===== src/psq_pkg.sv =====
// Shared types, constants and codes of the priority quantum scheduler.
`default_nettype none

package psq_pkg;

  localparam int unsigned SLOTS_DEF = 16;

  localparam int unsigned ARR_W    = 16;
  localparam int unsigned BURST_W  = 16;
  localparam int unsigned PRIO_W   = 8;
  localparam int unsigned TIME_W   = 21;
  localparam int unsigned SLOT_W   = 4;
  localparam int unsigned STATUS_W = 2;
  localparam int unsigned QUANT_W  = 16;

  localparam logic [TIME_W-1:0]  TIME_MAX    = {TIME_W{1'b1}};
  localparam logic [QUANT_W-1:0] QUANTUM_RST = 16'd4;

  localparam logic KIND_INSERT = 1'b0;

  localparam logic [STATUS_W-1:0] STAT_INSERTED = 2'd0;
  localparam logic [STATUS_W-1:0] STAT_FULL     = 2'd1;
  localparam logic [STATUS_W-1:0] STAT_SLICE    = 2'd2;
  localparam logic [STATUS_W-1:0] STAT_ALL_DONE = 2'd3;

  typedef enum logic {
    OP_INSERT,
    OP_SCHEDULE
  } op_e;

  typedef struct packed {
    logic               kind;
    logic [ARR_W-1:0]   arrival;
    logic [BURST_W-1:0] burst;
    logic [PRIO_W-1:0]  priority_req;
  } req_t;

  typedef struct packed {
    logic [STATUS_W-1:0] status;
    logic [SLOT_W-1:0]   slot;
    logic [TIME_W-1:0]   slice_end;
    logic                finished;
    logic [TIME_W-1:0]   turnaround;
    logic [TIME_W-1:0]   waiting;
  } rsp_t;

  // classified request handed from the front queue to the engine
  typedef struct packed {
    op_e                op;
    logic [ARR_W-1:0]   arrival;
    logic [BURST_W-1:0] burst;
    logic [PRIO_W-1:0]  prio;
  } job_t;

  // one process table entry as kept in the table RAM
  typedef struct packed {
    logic [ARR_W-1:0]   arrival;
    logic [BURST_W-1:0] burst;
    logic [BURST_W-1:0] remaining;
    logic [PRIO_W-1:0]  prio;
  } entry_t;

endpackage

`default_nettype wire


===== src/psq_ram.sv =====
// Generic single-write, single-read RAM with registered read data.
`default_nettype none

module psq_ram #(
  parameter int unsigned Width = 8,
  parameter int unsigned Depth = 16
) (
  input  wire logic                     clk_i,
  input  wire logic                     we_i,
  input  wire logic [$clog2(Depth)-1:0] waddr_i,
  input  wire logic [Width-1:0]         wdata_i,
  input  wire logic [$clog2(Depth)-1:0] raddr_i,
  output logic      [Width-1:0]         rdata_o
);

  logic [Width-1:0] mem_q [Depth];
  logic [Width-1:0] rdata_q;

  always_ff @(posedge clk_i) begin
    if (we_i) begin
      mem_q[waddr_i] <= wdata_i;
    end
    rdata_q <= mem_q[raddr_i];
  end

  assign rdata_o = rdata_q;

endmodule

`default_nettype wire


===== src/psq_front.sv =====
// Front end: accepts requests, classifies them and queues them for the engine.
`default_nettype none

module psq_front
  import psq_pkg::*;
(
  input  wire logic clk_i,
  input  wire logic rst_ni,
  input  wire logic push_i,
  output logic      full_o,
  input  wire req_t req_i,
  output logic      job_vld_o,
  output job_t      job_o,
  input  wire logic job_rdy_i
);

  localparam int unsigned Depth = 2;

  job_t       buf_q [Depth];
  logic       wr_q, wr_d;
  logic       rd_q, rd_d;
  logic [1:0] cnt_q, cnt_d;
  logic       enq, deq;
  job_t       job_in;

  assign full_o    = (cnt_q == 2'(Depth));
  assign job_vld_o = (cnt_q != 2'd0);
  assign job_o     = buf_q[rd_q];

  assign enq = push_i && !full_o;
  assign deq = job_vld_o && job_rdy_i;

  always_comb begin
    job_in.op      = (req_i.kind == KIND_INSERT) ? OP_INSERT : OP_SCHEDULE;
    job_in.arrival = req_i.arrival;
    job_in.burst   = req_i.burst;
    job_in.prio    = req_i.priority_req;
  end

  always_comb begin
    wr_d  = enq ? ~wr_q : wr_q;
    rd_d  = deq ? ~rd_q : rd_q;
    cnt_d = cnt_q;
    if (enq && !deq) begin
      cnt_d = cnt_q + 2'd1;
    end else if (deq && !enq) begin
      cnt_d = cnt_q - 2'd1;
    end
  end

  always_ff @(posedge clk_i or negedge rst_ni) begin
    if (!rst_ni) begin
      wr_q  <= 1'b0;
      rd_q  <= 1'b0;
      cnt_q <= 2'd0;
    end else begin
      wr_q  <= wr_d;
      rd_q  <= rd_d;
      cnt_q <= cnt_d;
    end
  end

  always_ff @(posedge clk_i) begin
    if (enq) begin
      buf_q[wr_q] <= job_in;
    end
  end

endmodule

`default_nettype wire


===== src/psq_engine.sv =====
// Back end: process table, selection scan, slice execution and result register.
`default_nettype none

module psq_engine
  import psq_pkg::*;
#(
  parameter int unsigned Slots = SLOTS_DEF
) (
  input  wire logic                 clk_i,
  input  wire logic                 rst_ni,
  input  wire logic                 job_vld_i,
  input  wire job_t                 job_i,
  output logic                      job_rdy_o,
  input  wire logic                 cfg_we_i,
  input  wire logic [QUANT_W-1:0]   cfg_wdata_i,
  output logic                      rsp_vld_o,
  output rsp_t                      rsp_o,
  input  wire logic                 rsp_pop_i
);

  localparam int unsigned SW = $clog2(Slots);
  localparam int unsigned CW = $clog2(Slots + 1);

  typedef enum logic [1:0] {
    ST_IDLE,
    ST_SCAN,
    ST_EXEC,
    ST_FIN
  } state_e;

  state_e               state_q, state_d;
  logic [CW-1:0]        cnt_q, cnt_d;
  logic [TIME_W-1:0]    time_q, time_d;
  logic [QUANT_W-1:0]   quantum_q, quantum_d;
  logic [CW-1:0]        scan_q, scan_d;
  logic                 rd_vld_q, rd_vld_d;
  logic [SW-1:0]        rd_idx_q, rd_idx_d;
  // A: best among arrived entries; B: best among those at the earliest arrival
  logic                 a_vld_q, a_vld_d;
  entry_t               a_q, a_d;
  logic [SW-1:0]        a_idx_q, a_idx_d;
  logic                 b_vld_q, b_vld_d;
  entry_t               b_q, b_d;
  logic [SW-1:0]        b_idx_q, b_idx_d;
  logic                 none_q, none_d;
  entry_t               pick_q, pick_d;
  logic [SW-1:0]        pick_idx_q, pick_idx_d;
  logic [ARR_W:0]       ab_q, ab_d;
  logic                 rvld_q, rvld_d;
  rsp_t                 rslt_q, rslt_d;

  logic                 ram_we;
  logic [SW-1:0]        ram_waddr;
  entry_t               ram_wdata;
  entry_t               ram_rdata;

  logic                 out_free;
  logic                 issue;
  entry_t               sel;
  logic [SW-1:0]        sel_idx;
  logic [TIME_W-1:0]    t_start;
  logic [QUANT_W-1:0]   run;
  logic [TIME_W:0]      t_sum;
  logic [TIME_W-1:0]    tat;
  logic [TIME_W-1:0]    ab_ext;
  logic [TIME_W-1:0]    rd_arr_ext;

  function automatic logic [SLOT_W-1:0] slot_of(logic [SW-1:0] idx);
    logic [SW+SLOT_W-1:0] w;
    w = {{SLOT_W{1'b0}}, idx};
    return w[SLOT_W-1:0];
  endfunction

  // ordering key: priority, then remaining burst, then arrival
  function automatic logic key_lt(entry_t x, entry_t y);
    return {x.prio, x.remaining, x.arrival} < {y.prio, y.remaining, y.arrival};
  endfunction

  psq_ram #(
    .Width ($bits(entry_t)),
    .Depth (Slots)
  ) u_table (
    .clk_i   (clk_i),
    .we_i    (ram_we),
    .waddr_i (ram_waddr),
    .wdata_i (ram_wdata),
    .raddr_i (scan_q[SW-1:0]),
    .rdata_o (ram_rdata)
  );

  assign out_free   = !rvld_q || rsp_pop_i;
  assign issue      = (scan_q < cnt_q);
  assign rd_arr_ext = {{(TIME_W-ARR_W){1'b0}}, ram_rdata.arrival};
  assign ab_ext     = {{(TIME_W-ARR_W-1){1'b0}}, ab_q};
  assign tat        = time_q - {{(TIME_W-ARR_W){1'b0}}, pick_q.arrival};

  always_comb begin
    sel     = a_vld_q ? a_q : b_q;
    sel_idx = a_vld_q ? a_idx_q : b_idx_q;
    // nothing arrived yet: time jumps to the earliest arrival
    t_start = a_vld_q ? time_q : {{(TIME_W-ARR_W){1'b0}}, b_q.arrival};
    run     = (quantum_q == '0) ? QUANT_W'(1) : quantum_q;
    if (run > sel.remaining) begin
      run = sel.remaining;
    end
    t_sum = {1'b0, t_start} + {{(TIME_W+1-QUANT_W){1'b0}}, run};
  end

  always_comb begin
    state_d    = state_q;
    cnt_d      = cnt_q;
    time_d     = time_q;
    quantum_d  = cfg_we_i ? cfg_wdata_i : quantum_q;
    scan_d     = scan_q;
    rd_vld_d   = rd_vld_q;
    rd_idx_d   = rd_idx_q;
    a_vld_d    = a_vld_q;
    a_d        = a_q;
    a_idx_d    = a_idx_q;
    b_vld_d    = b_vld_q;
    b_d        = b_q;
    b_idx_d    = b_idx_q;
    none_d     = none_q;
    pick_d     = pick_q;
    pick_idx_d = pick_idx_q;
    ab_d       = ab_q;
    rvld_d     = rvld_q;
    rslt_d     = rslt_q;
    job_rdy_o  = 1'b0;
    ram_we     = 1'b0;
    ram_waddr  = pick_idx_q;
    ram_wdata  = pick_q;

    if (rvld_q && rsp_pop_i) begin
      rvld_d = 1'b0;
    end

    case (state_q)
      ST_IDLE: begin
        if (job_vld_i && out_free) begin
          job_rdy_o = 1'b1;
          if (job_i.op == OP_INSERT) begin
            rvld_d = 1'b1;
            rslt_d = '0;
            if (cnt_q >= CW'(Slots)) begin
              rslt_d.status = STAT_FULL;
            end else begin
              ram_we              = 1'b1;
              ram_waddr           = cnt_q[SW-1:0];
              ram_wdata.arrival   = job_i.arrival;
              ram_wdata.burst     = job_i.burst;
              ram_wdata.remaining = job_i.burst;
              ram_wdata.prio      = job_i.prio;
              rslt_d.status       = STAT_INSERTED;
              rslt_d.slot         = slot_of(cnt_q[SW-1:0]);
              cnt_d               = cnt_q + CW'(1);
            end
          end else begin
            scan_d   = '0;
            rd_vld_d = 1'b0;
            a_vld_d  = 1'b0;
            b_vld_d  = 1'b0;
            state_d  = ST_SCAN;
          end
        end
      end

      ST_SCAN: begin
        rd_vld_d = issue;
        rd_idx_d = scan_q[SW-1:0];
        if (issue) begin
          scan_d = scan_q + CW'(1);
        end
        // slots come in ascending order, so a strict compare keeps the lower slot
        if (rd_vld_q && ram_rdata.remaining != '0) begin
          if (rd_arr_ext <= time_q && (!a_vld_q || key_lt(ram_rdata, a_q))) begin
            a_vld_d = 1'b1;
            a_d     = ram_rdata;
            a_idx_d = rd_idx_q;
          end
          if (!b_vld_q || ram_rdata.arrival < b_q.arrival ||
              (ram_rdata.arrival == b_q.arrival && key_lt(ram_rdata, b_q))) begin
            b_vld_d = 1'b1;
            b_d     = ram_rdata;
            b_idx_d = rd_idx_q;
          end
        end
        if (!issue && !rd_vld_q) begin
          none_d  = !b_vld_q;
          state_d = b_vld_q ? ST_EXEC : ST_FIN;
        end
      end

      ST_EXEC: begin
        pick_d           = sel;
        pick_d.remaining = sel.remaining - run;
        pick_idx_d       = sel_idx;
        ab_d             = {1'b0, sel.arrival} + {1'b0, sel.burst};
        time_d           = t_sum[TIME_W] ? TIME_MAX : t_sum[TIME_W-1:0];
        ram_we           = 1'b1;
        ram_waddr        = sel_idx;
        ram_wdata        = sel;
        ram_wdata.remaining = sel.remaining - run;
        state_d          = ST_FIN;
      end

      ST_FIN: begin
        if (out_free) begin
          rvld_d           = 1'b1;
          rslt_d           = '0;
          rslt_d.slice_end = time_q;
          if (none_q) begin
            rslt_d.status = STAT_ALL_DONE;
          end else begin
            rslt_d.status = STAT_SLICE;
            rslt_d.slot   = slot_of(pick_idx_q);
            if (pick_q.remaining == '0) begin
              rslt_d.finished   = 1'b1;
              rslt_d.turnaround = tat;
              rslt_d.waiting    = (time_q > ab_ext) ? (time_q - ab_ext) : '0;
            end
          end
          state_d = ST_IDLE;
        end
      end

      default: begin
        state_d = ST_IDLE;
      end
    endcase
  end

  always_ff @(posedge clk_i or negedge rst_ni) begin
    if (!rst_ni) begin
      state_q    <= ST_IDLE;
      cnt_q      <= '0;
      time_q     <= '0;
      quantum_q  <= QUANTUM_RST;
      scan_q     <= '0;
      rd_vld_q   <= 1'b0;
      rd_idx_q   <= '0;
      a_vld_q    <= 1'b0;
      a_q        <= '0;
      a_idx_q    <= '0;
      b_vld_q    <= 1'b0;
      b_q        <= '0;
      b_idx_q    <= '0;
      none_q     <= 1'b0;
      pick_q     <= '0;
      pick_idx_q <= '0;
      ab_q       <= '0;
      rvld_q     <= 1'b0;
      rslt_q     <= '0;
    end else begin
      state_q    <= state_d;
      cnt_q      <= cnt_d;
      time_q     <= time_d;
      quantum_q  <= quantum_d;
      scan_q     <= scan_d;
      rd_vld_q   <= rd_vld_d;
      rd_idx_q   <= rd_idx_d;
      a_vld_q    <= a_vld_d;
      a_q        <= a_d;
      a_idx_q    <= a_idx_d;
      b_vld_q    <= b_vld_d;
      b_q        <= b_d;
      b_idx_q    <= b_idx_d;
      none_q     <= none_d;
      pick_q     <= pick_d;
      pick_idx_q <= pick_idx_d;
      ab_q       <= ab_d;
      rvld_q     <= rvld_d;
      rslt_q     <= rslt_d;
    end
  end

  assign rsp_vld_o = rvld_q;
  assign rsp_o     = rslt_q;

`ifndef SYNTHESIS
  a_cnt_bound: assert property (@(posedge clk_i) disable iff (!rst_ni)
    cnt_q <= CW'(Slots))
    else $error("entry count beyond table size");

  a_scan_bound: assert property (@(posedge clk_i) disable iff (!rst_ni)
    state_q == ST_SCAN |-> scan_q <= cnt_q)
    else $error("scan index past entry count");

  a_exec_cand: assert property (@(posedge clk_i) disable iff (!rst_ni)
    state_q == ST_EXEC |-> b_vld_q)
    else $error("slice run without a candidate");

  a_arrived_implies_earliest: assert property (@(posedge clk_i) disable iff (!rst_ni)
    a_vld_q |-> b_vld_q)
    else $error("arrived candidate without earliest-arrival candidate");
`endif

endmodule

`default_nettype wire


===== src/preemptive_priority_quantum_scheduler.sv =====
// An insert request is answered in the cycle after acceptance; inserts run one per cycle while
// each result is popped. A schedule request scans the table, one RAM read per entry, then runs
// a slice of the selected entry and writes its result; the slice run is skipped when no entry is
// left to run. One request is worked on at a time; an unpopped result stalls the engine.
// Reset clears the entry count, the time and the queues, and sets quantum to 4.
// Top level of the preemptive priority scheduler with time quantum.
`default_nettype none

module preemptive_priority_quantum_scheduler
  import psq_pkg::*;
#(
  parameter int unsigned Slots = SLOTS_DEF
) (
  input  wire logic               clk_i,
  input  wire logic               rst_ni,
  input  wire logic               push,
  output logic                    full,
  input  wire req_t               req_i,
  output logic                    empty,
  input  wire logic               pop,
  output rsp_t                    rsp_o,
  input  wire logic               cfg_we_i,
  input  wire logic [QUANT_W-1:0] cfg_wdata_i
);

  logic job_vld;
  logic job_rdy;
  job_t job;
  logic rsp_vld;

  psq_front u_front (
    .clk_i     (clk_i),
    .rst_ni    (rst_ni),
    .push_i    (push),
    .full_o    (full),
    .req_i     (req_i),
    .job_vld_o (job_vld),
    .job_o     (job),
    .job_rdy_i (job_rdy)
  );

  psq_engine #(
    .Slots (Slots)
  ) u_engine (
    .clk_i       (clk_i),
    .rst_ni      (rst_ni),
    .job_vld_i   (job_vld),
    .job_i       (job),
    .job_rdy_o   (job_rdy),
    .cfg_we_i    (cfg_we_i),
    .cfg_wdata_i (cfg_wdata_i),
    .rsp_vld_o   (rsp_vld),
    .rsp_o       (rsp_o),
    .rsp_pop_i   (pop)
  );

  assign empty = !rsp_vld;

endmodule

`default_nettype wire

===== config.mk =====
export PLATFORM = sky130hd
export DESIGN_NAME = preemptive_priority_quantum_scheduler
export DESIGN_NICKNAME = d
export VERILOG_FILES = /design/src/psq_pkg.sv /design/src/psq_ram.sv /design/src/psq_front.sv /design/src/psq_engine.sv /design/src/preemptive_priority_quantum_scheduler.sv
export SDC_FILE = /design/constraint.sdc
export NUM_CORES = 2
export LEC_CHECK = 0
export BUFFER_PORTS_ARGS = -buffer_cell sky130_fd_sc_hd__buf_2
export CAP_MARGIN = 20
export CORE_MARGIN = 2
export CORE_UTILIZATION = 65
export CTS_CLUSTER_SIZE = 20
export DETAILED_ROUTE_END_ITERATION = 16
export GPL_TIMING_DRIVEN = 0
export PLACE_DENSITY_LB_ADDON = 0.12
export SLEW_MARGIN = 20
export SYNTH_ARGS = -nofsm -noshare
export SYNTH_HDL_FRONTEND = slang
export SYNTH_HIERARCHICAL = 1
export SYNTH_SLANG_ARGS = --single-unit

===== constraint.sdc =====
create_clock -name clk_i -period 10.6 [get_ports clk_i]
set_input_delay 1.06 -clock clk_i [delete_from_list [all_inputs] [get_ports clk_i]]
set_output_delay 1.06 -clock clk_i [all_outputs]
set_load 0.05 [all_outputs]

## Word level (Yosys, flattened, before mapping)

Memory sizes are Yosys's and may differ from the RTL's. A register that Yosys moved wholly into a read port is not among the register bits.
Cells that the tools add are included.
Widths: inputs -> output; s select.

| word-level totals | value |
|---|---|
| register bits | 329 |
| bits in writable memories | 978 |
| input bits | 62 |
| output and inout bits | 72 |
| memories | 2 |

| cells by class | value |
|---|---|
| $add $sub $neg | 9 |
| magnitude comparators | 8 |
| eq/ne operators | 14 |
| muxes and demuxes | 62 |
| bitwise operators | 4 |
| reduce and logical (&&, ||, !) cells | 40 |

Memory list:

| name | words | width | read ports | clocked after Yosys merged registers in | write ports | line | RTL |
|---|---|---|---|---|---|---|---|
| u_engine.u_table.mem_q | 16 | 56 | 1 | 1 | 1 | psq_ram.sv:16 | `logic [Width-1:0] mem_q [Depth];` |
| u_front.buf_q | 2 | 41 | 1 | 0 | 1 | psq_front.sv:19 | `job_t buf_q [Depth];` |

Operators with widths:

| kind | count |
|---|---|
| $mux 56 | 4 |
| $mux 70 | 3 |
| $pmux 70 s2 | 1 |
| $pmux 56 s2 | 1 |
| $mux 43 | 2 |
| $lt 40x40->1 | 2 |
| $mux 21 | 3 |
| $logic_not 16->1 | 2 |
| $mux 16 | 2 |
| $mux 4 | 6 |
| $mux 1 | 23 |
| $add 21x16->22 | 1 |
| $gt 21x17->1 | 1 |
| $le 16x21->1 | 1 |
| $sub 21x16->21 | 1 |
| $sub 21x17->21 | 1 |
| $add 16x16->17 | 1 |
| $eq 16x16->1 | 1 |
| $gt 16x16->1 | 1 |
| $lt 16x16->1 | 1 |
| $ne 2x1->1 const B | 8 |
| $reduce_and 4->1 | 4 |
| $reduce_bool 16->1 | 1 |
| $sub 16x16->16 | 1 |
| other kinds (23) | 65 |

## Depth between registers and ports, before layout

| depth | value |
|---|---|
| word-level depth | 9 |
| gate-level depth with buffers | 27 |
| depth with buffers taken out | 22 |

## Cells and area by module

The synthesis kept the hierarchy.

By module, submodules not included:

| module | instances | cells each | area an instance (µm²) |
|---|---|---|---|
| psq_ram | 1 | 1445 | 34678.3 |
| psq_engine | 1 | 2245 | 21325.5 |
| psq_front | 1 | 147 | 3362.0 |
| preemptive_priority_quantum_scheduler | 1 | 1 | 3.8 |

## Worst setup path before layout

Ideal clock, no wire load.

| timing | value |
|---|---|
| path type | input-to-reg |
| start point | in pop |
| end point | mem u_engine/u_table/mem_q[0][0] (netlist bit) (enable) |
| library setup time | 0.539 ns |
| arrival | 7.151 ns |
| path slack | 2.910 ns |
| stages | 11 |
| path buffers | 3 |
| cells stage by stage | nand2b_1 clkbuf_1 nand2_1 or3_1 clkbuf_1 nor2_1 a21oi_1 clkbuf_1 a221o_1 or3b_2 nor3_1 |

| between the ends | value |
|---|---|
| elaborated cells between the ends (all ways) | 8 |
| classes of those cells | 6 x mux; 2 x reduce/logical |

RTL lines:

| item | line | RTL |
|---|---|---|
| start, declared | preemptive_priority_quantum_scheduler.sv:20 | `input wire logic pop,` |
| $logic_or 1x1->1 | psq_engine.sv:91 | `assign out_free = !rvld_q \|\| rsp_pop_i;` |
| $logic_and 1x1->1 | psq_engine.sv:140 | `if (job_vld_i && out_free) begin` |
| $mux 4 | psq_engine.sv:140 |  |
| $pmux 4 s2 | psq_engine.sv:138 | `case (state_q)` |
| via u_engine.ram_waddr[3] | psq_engine.sv:53 | `logic [SW-1:0] ram_waddr;` |
| end, declared | psq_ram.sv:16 |  |

The timed path passes the listed nets, and every way through them passes these cells.

==> summary.txt <==
largest net degree at the start of global routing: 96
Pint: 14200 uW
DP Cell Count: 5238
Yosys top cell by area: edfxtp_1
Slew @ Worst Pin: 1.24 ns
first-pass GRT wire length: 241000 um
Yosys top cell area share: 49.5%
crit end category: register
synthesis warning total: 6
peak supply drop: 0.192 mV
Reg clk slew, reported paths: 0.06 ns
skew final: 0.0429 ns
R2R Setup Slk: 2.34 ns
design area: 0.0675 sq mm
Fin Hold WS: 0.246 ns
Period minus WS final: 8.26 ns
max-cap viol count: 0
Initial DRC Count: 4646
core area: 0.0903 sq mm
CTS H-Tree Depth: 4
clk sinks: 1363
ANT nets after route: 0
register area share after synthesis: 65.2%
period utilization: 77.9%
Net Sw Frac: 39.5%
Worst setup startpoint: u_engine/a_vld_q
sequential cell fraction of total power: 35.7%
Synth area leaders: edfxtp_1 49%, dfrtp_1 14%, mux4_2 8.5%, ha_1 4.3%, mux2_2 3.1%
hpwl dp: 115000 um
cts bufs inserted: 136
I/O Pins: 134
outcome: completed
fin nets: 4469
pins over their slew limit: 0
Yosys reg bits: 1363
cts hold-fix bufs: 0
area grow syn2layout: 13.6%
max_slew headroom: 17.1%
Longest Clk Path Bufs: 3
net count after synthesis: 4107
Combinational Power Share: 44.2%
total gr overflow: 0
clock share of power: 20.1%
crit path kind: reg -> reg
Net Sw Power: 9280 uW
Post-synth EDFFs: 978
Final Core Density: 74.7%
CTS Root Cell: clkbuf_16
Crit path required time: 11.02 ns
Vias: 36600
Yosys cell types: 86
Max FO, Critical Path: 16
top_reg_cell synth: edfxtp_1
worst reg2reg path startpoint: u_engine/a_vld_q
share of cells above drive strength 1: 21.9%
initial antenna violation count: 9
Final Setup Violations: 0
vias in the first global route: 36200
Horiz. Die Dim: 306 um
insertion delay to the later sink of the worst-skew pair: 0.77 ns
Placer Congestion: 0.957
DRT Pass-1 Iters: 8
Syn Inst Count: 3838
Post-DP Area: 0.0631 sq mm
average size of a mapped cell: 15.5 sq um
row cnt: 110
Starting Density: 65.8%
Post-Route WL: 165000 um
Final Hold Viols: 0
CTS tree: done
worst hold path type: in -> async
RSZ-0062 raised after global routing: false
Die Area: 0.0938 sq mm
CP Launch Type: register
Vias/cell: 6.69
async set or reset register ratio after synthesis: 24.1%
non-filler cells, final: 5478
Leak Pwr: 0.0259 uW
WL/cell: 30.1 um
Port Buf Inserts: 132
Post-CTS Setup Repair Bufs: 0
Crit path arrival time: 8.68 ns
Pwr per Cell Area: 348 mW/mm^2
Vert. Die Dim: 306 um
synthesized area: 0.0594 sq mm
Residual DRC: 0
CP endpoint: u_engine/u_table/mem_q[8][23]
GR Util All Layers: 35.7%
FF-to-FF End: u_engine/u_table/mem_q[8][23]
post_cts resized: 0
R2R depth: 23
Max Fclk: 0.121 GHz
cell usage in the layout, fill, tap and decap left out, types with 23 or more instances in the layout:
cell type    n
a21o_1      88
a21oi_1    116
a221o_1     29
a22oi_1    140
buf_16      24
buf_2      149
buf_4       47
buf_6       26
clkbuf_1   153
clkbuf_16  139
clkinv_2    23
dfrtp_1    328
dfxtp_1     56
edfxtp_1   978
ha_1       204
inv_1      239
mux2_2     162
mux2_4      39
mux2i_1     71
mux4_2     224
nand2_1    218
nand3_1     34
nand4_1     30
nor2_1     156
o21a_1      24
o21ai_0    123
o31ai_1     29
xnor2_1     44
xor2_1      26
worst max-delay path: stages (launching register included):
cell,delay [ns]
dfrtp_1,0.31
clkbuf_1,0.58
clkbuf_1,0.78
buf_1,0.67
mux2i_1,0.67
ha_1,0.25
nand4_1,0.13
or3_1,0.40
a21oi_1,0.16
a211o_2,0.20
and2_1,0.15
buf_6,0.13
clkbuf_1,0.37
nor2_1,0.08
a21oi_1,0.29
inv_1,0.08
ha_1,0.31
inv_1,0.09
a2111oi_4,0.46
a2111o_1,0.20
nand2_1,0.07
a41o_1,0.29
o311a_4,0.43
o311ai_4,0.80
how the worst min path moves through the flow:
| stage | startpoint | end | slack, ns | depth (start not counted) |
|---|---|---|---|---|
| finish | rst_ni | u_engine/b_q[11] | 0.25 | 1 |
| global route | rst_ni | u_engine/a_q[10] | 0.26 | 1 |
| CTS | rst_ni | u_engine/a_q[8] | 0.23 | 1 |
| detailed placement | u_engine/rsp_o[56] | u_engine/rsp_o[56] | 0.46 | 2 |
| global placement | u_engine/rsp_o[59] | u_engine/rsp_o[59] | 0.46 | 2 |
| floorplan | u_engine/pick_q[7] | u_engine/pick_q[7] | 0.45 | 1 |
stage by stage:
step           setup slack [ns]  setup TNS, ns  total power [uW]
4_1_cts                    2.52              0             23300
5_1_grt                    2.05              0             24600
6_report                   2.34              0             23500
3_5_place_dp               2.55              0             18500
3_3_place_gp              -3.09        -592.63             18100
2_1_floorplan              2.91              0             15000
logic make-up (layout without fill, tap and decap cells):
kind of cell,count (synthesis),after routing,share of synthesized area [%]
AND/OR/NAND/NOR,588,588,4.48
flip-flops,1363,1363,65.2
other,0,4,0
adder cells (fa/ha/maj),207,207,4.40
XOR/XNOR,70,70,1.03
multiplexers,497,497,13.8
AO/OA/AOI/OAI,688,688,8.01
buffers and inverters,425,885,3.09
cells in the mapped netlist (30+ instances only):
master    instances
a21o_1           88
nand4_1          30
mux2i_1          72
inv_1           239
nor2_1          169
nand2_1         218
o21ai_0         139
mux4_2          224
dfrtp_1         328
edfxtp_1        978
nand3_1          34
clkbuf_1        126
ha_1            204
o31ai_1          30
mux2_4           39
dfxtp_1          56
mux2_2          162
a21oi_1         116
a22oi_1         140
xnor2_1          44
power groups by stage:
stage	combinational (uW)	sequential, uW	clock, uW
finish	10400	8390	4730
global route	11100	8460	4980
CTS	10200	8360	4780
detailed placement	10100	8430	0
global placement	9650	8480	0
floorplan	6740	8290	0
flip-flops by register name (all words and copies together) (netlist names), 4 cells and up:
register,count
u_engine/a_idx_q,4
u_engine/a_q,56
u_engine/ab_q,17
u_engine/b_idx_q,4
u_engine/b_q,56
u_engine/cnt_q,5
u_engine/pick_idx_q,4
u_engine/pick_q,56
u_engine/quantum_q,16
u_engine/rd_idx_q,4
u_engine/rsp_o,70
u_engine/scan_q,5
u_engine/time_q,21
u_engine/u_table/mem_q,896
u_engine/u_table/rdata_o,56
u_front/buf_q,82
layout make-up:
class,instances,area [sq um]
Sequential cell,1363,38700
Fill cell,5396,22800
Multi-Input combinational cell,2050,19000
Clock buffer,176,3720
Timing Repair Buffer,224,2100
Tap cell,1176,1470
Buffer,185,932
Inverter,240,901
Clock inverter,60,638
Antenna cell,4,10.0
metal layers:
| metal | global-route usage, % | vias to the layer above | share of wire [%] |
|---|---|---|---|
| met5 | 0 | - | 0.0079 |
| met4 | 16.7 | 2 | 5.1 |
| met3 | 7.24 | 430 | 10 |
| met2 | 54.8 | 2342 | 46 |
| met1 | 50.0 | 18400 | 38 |
| li1 | - | 15500 | - |
(Power assumes the default switching activity.)
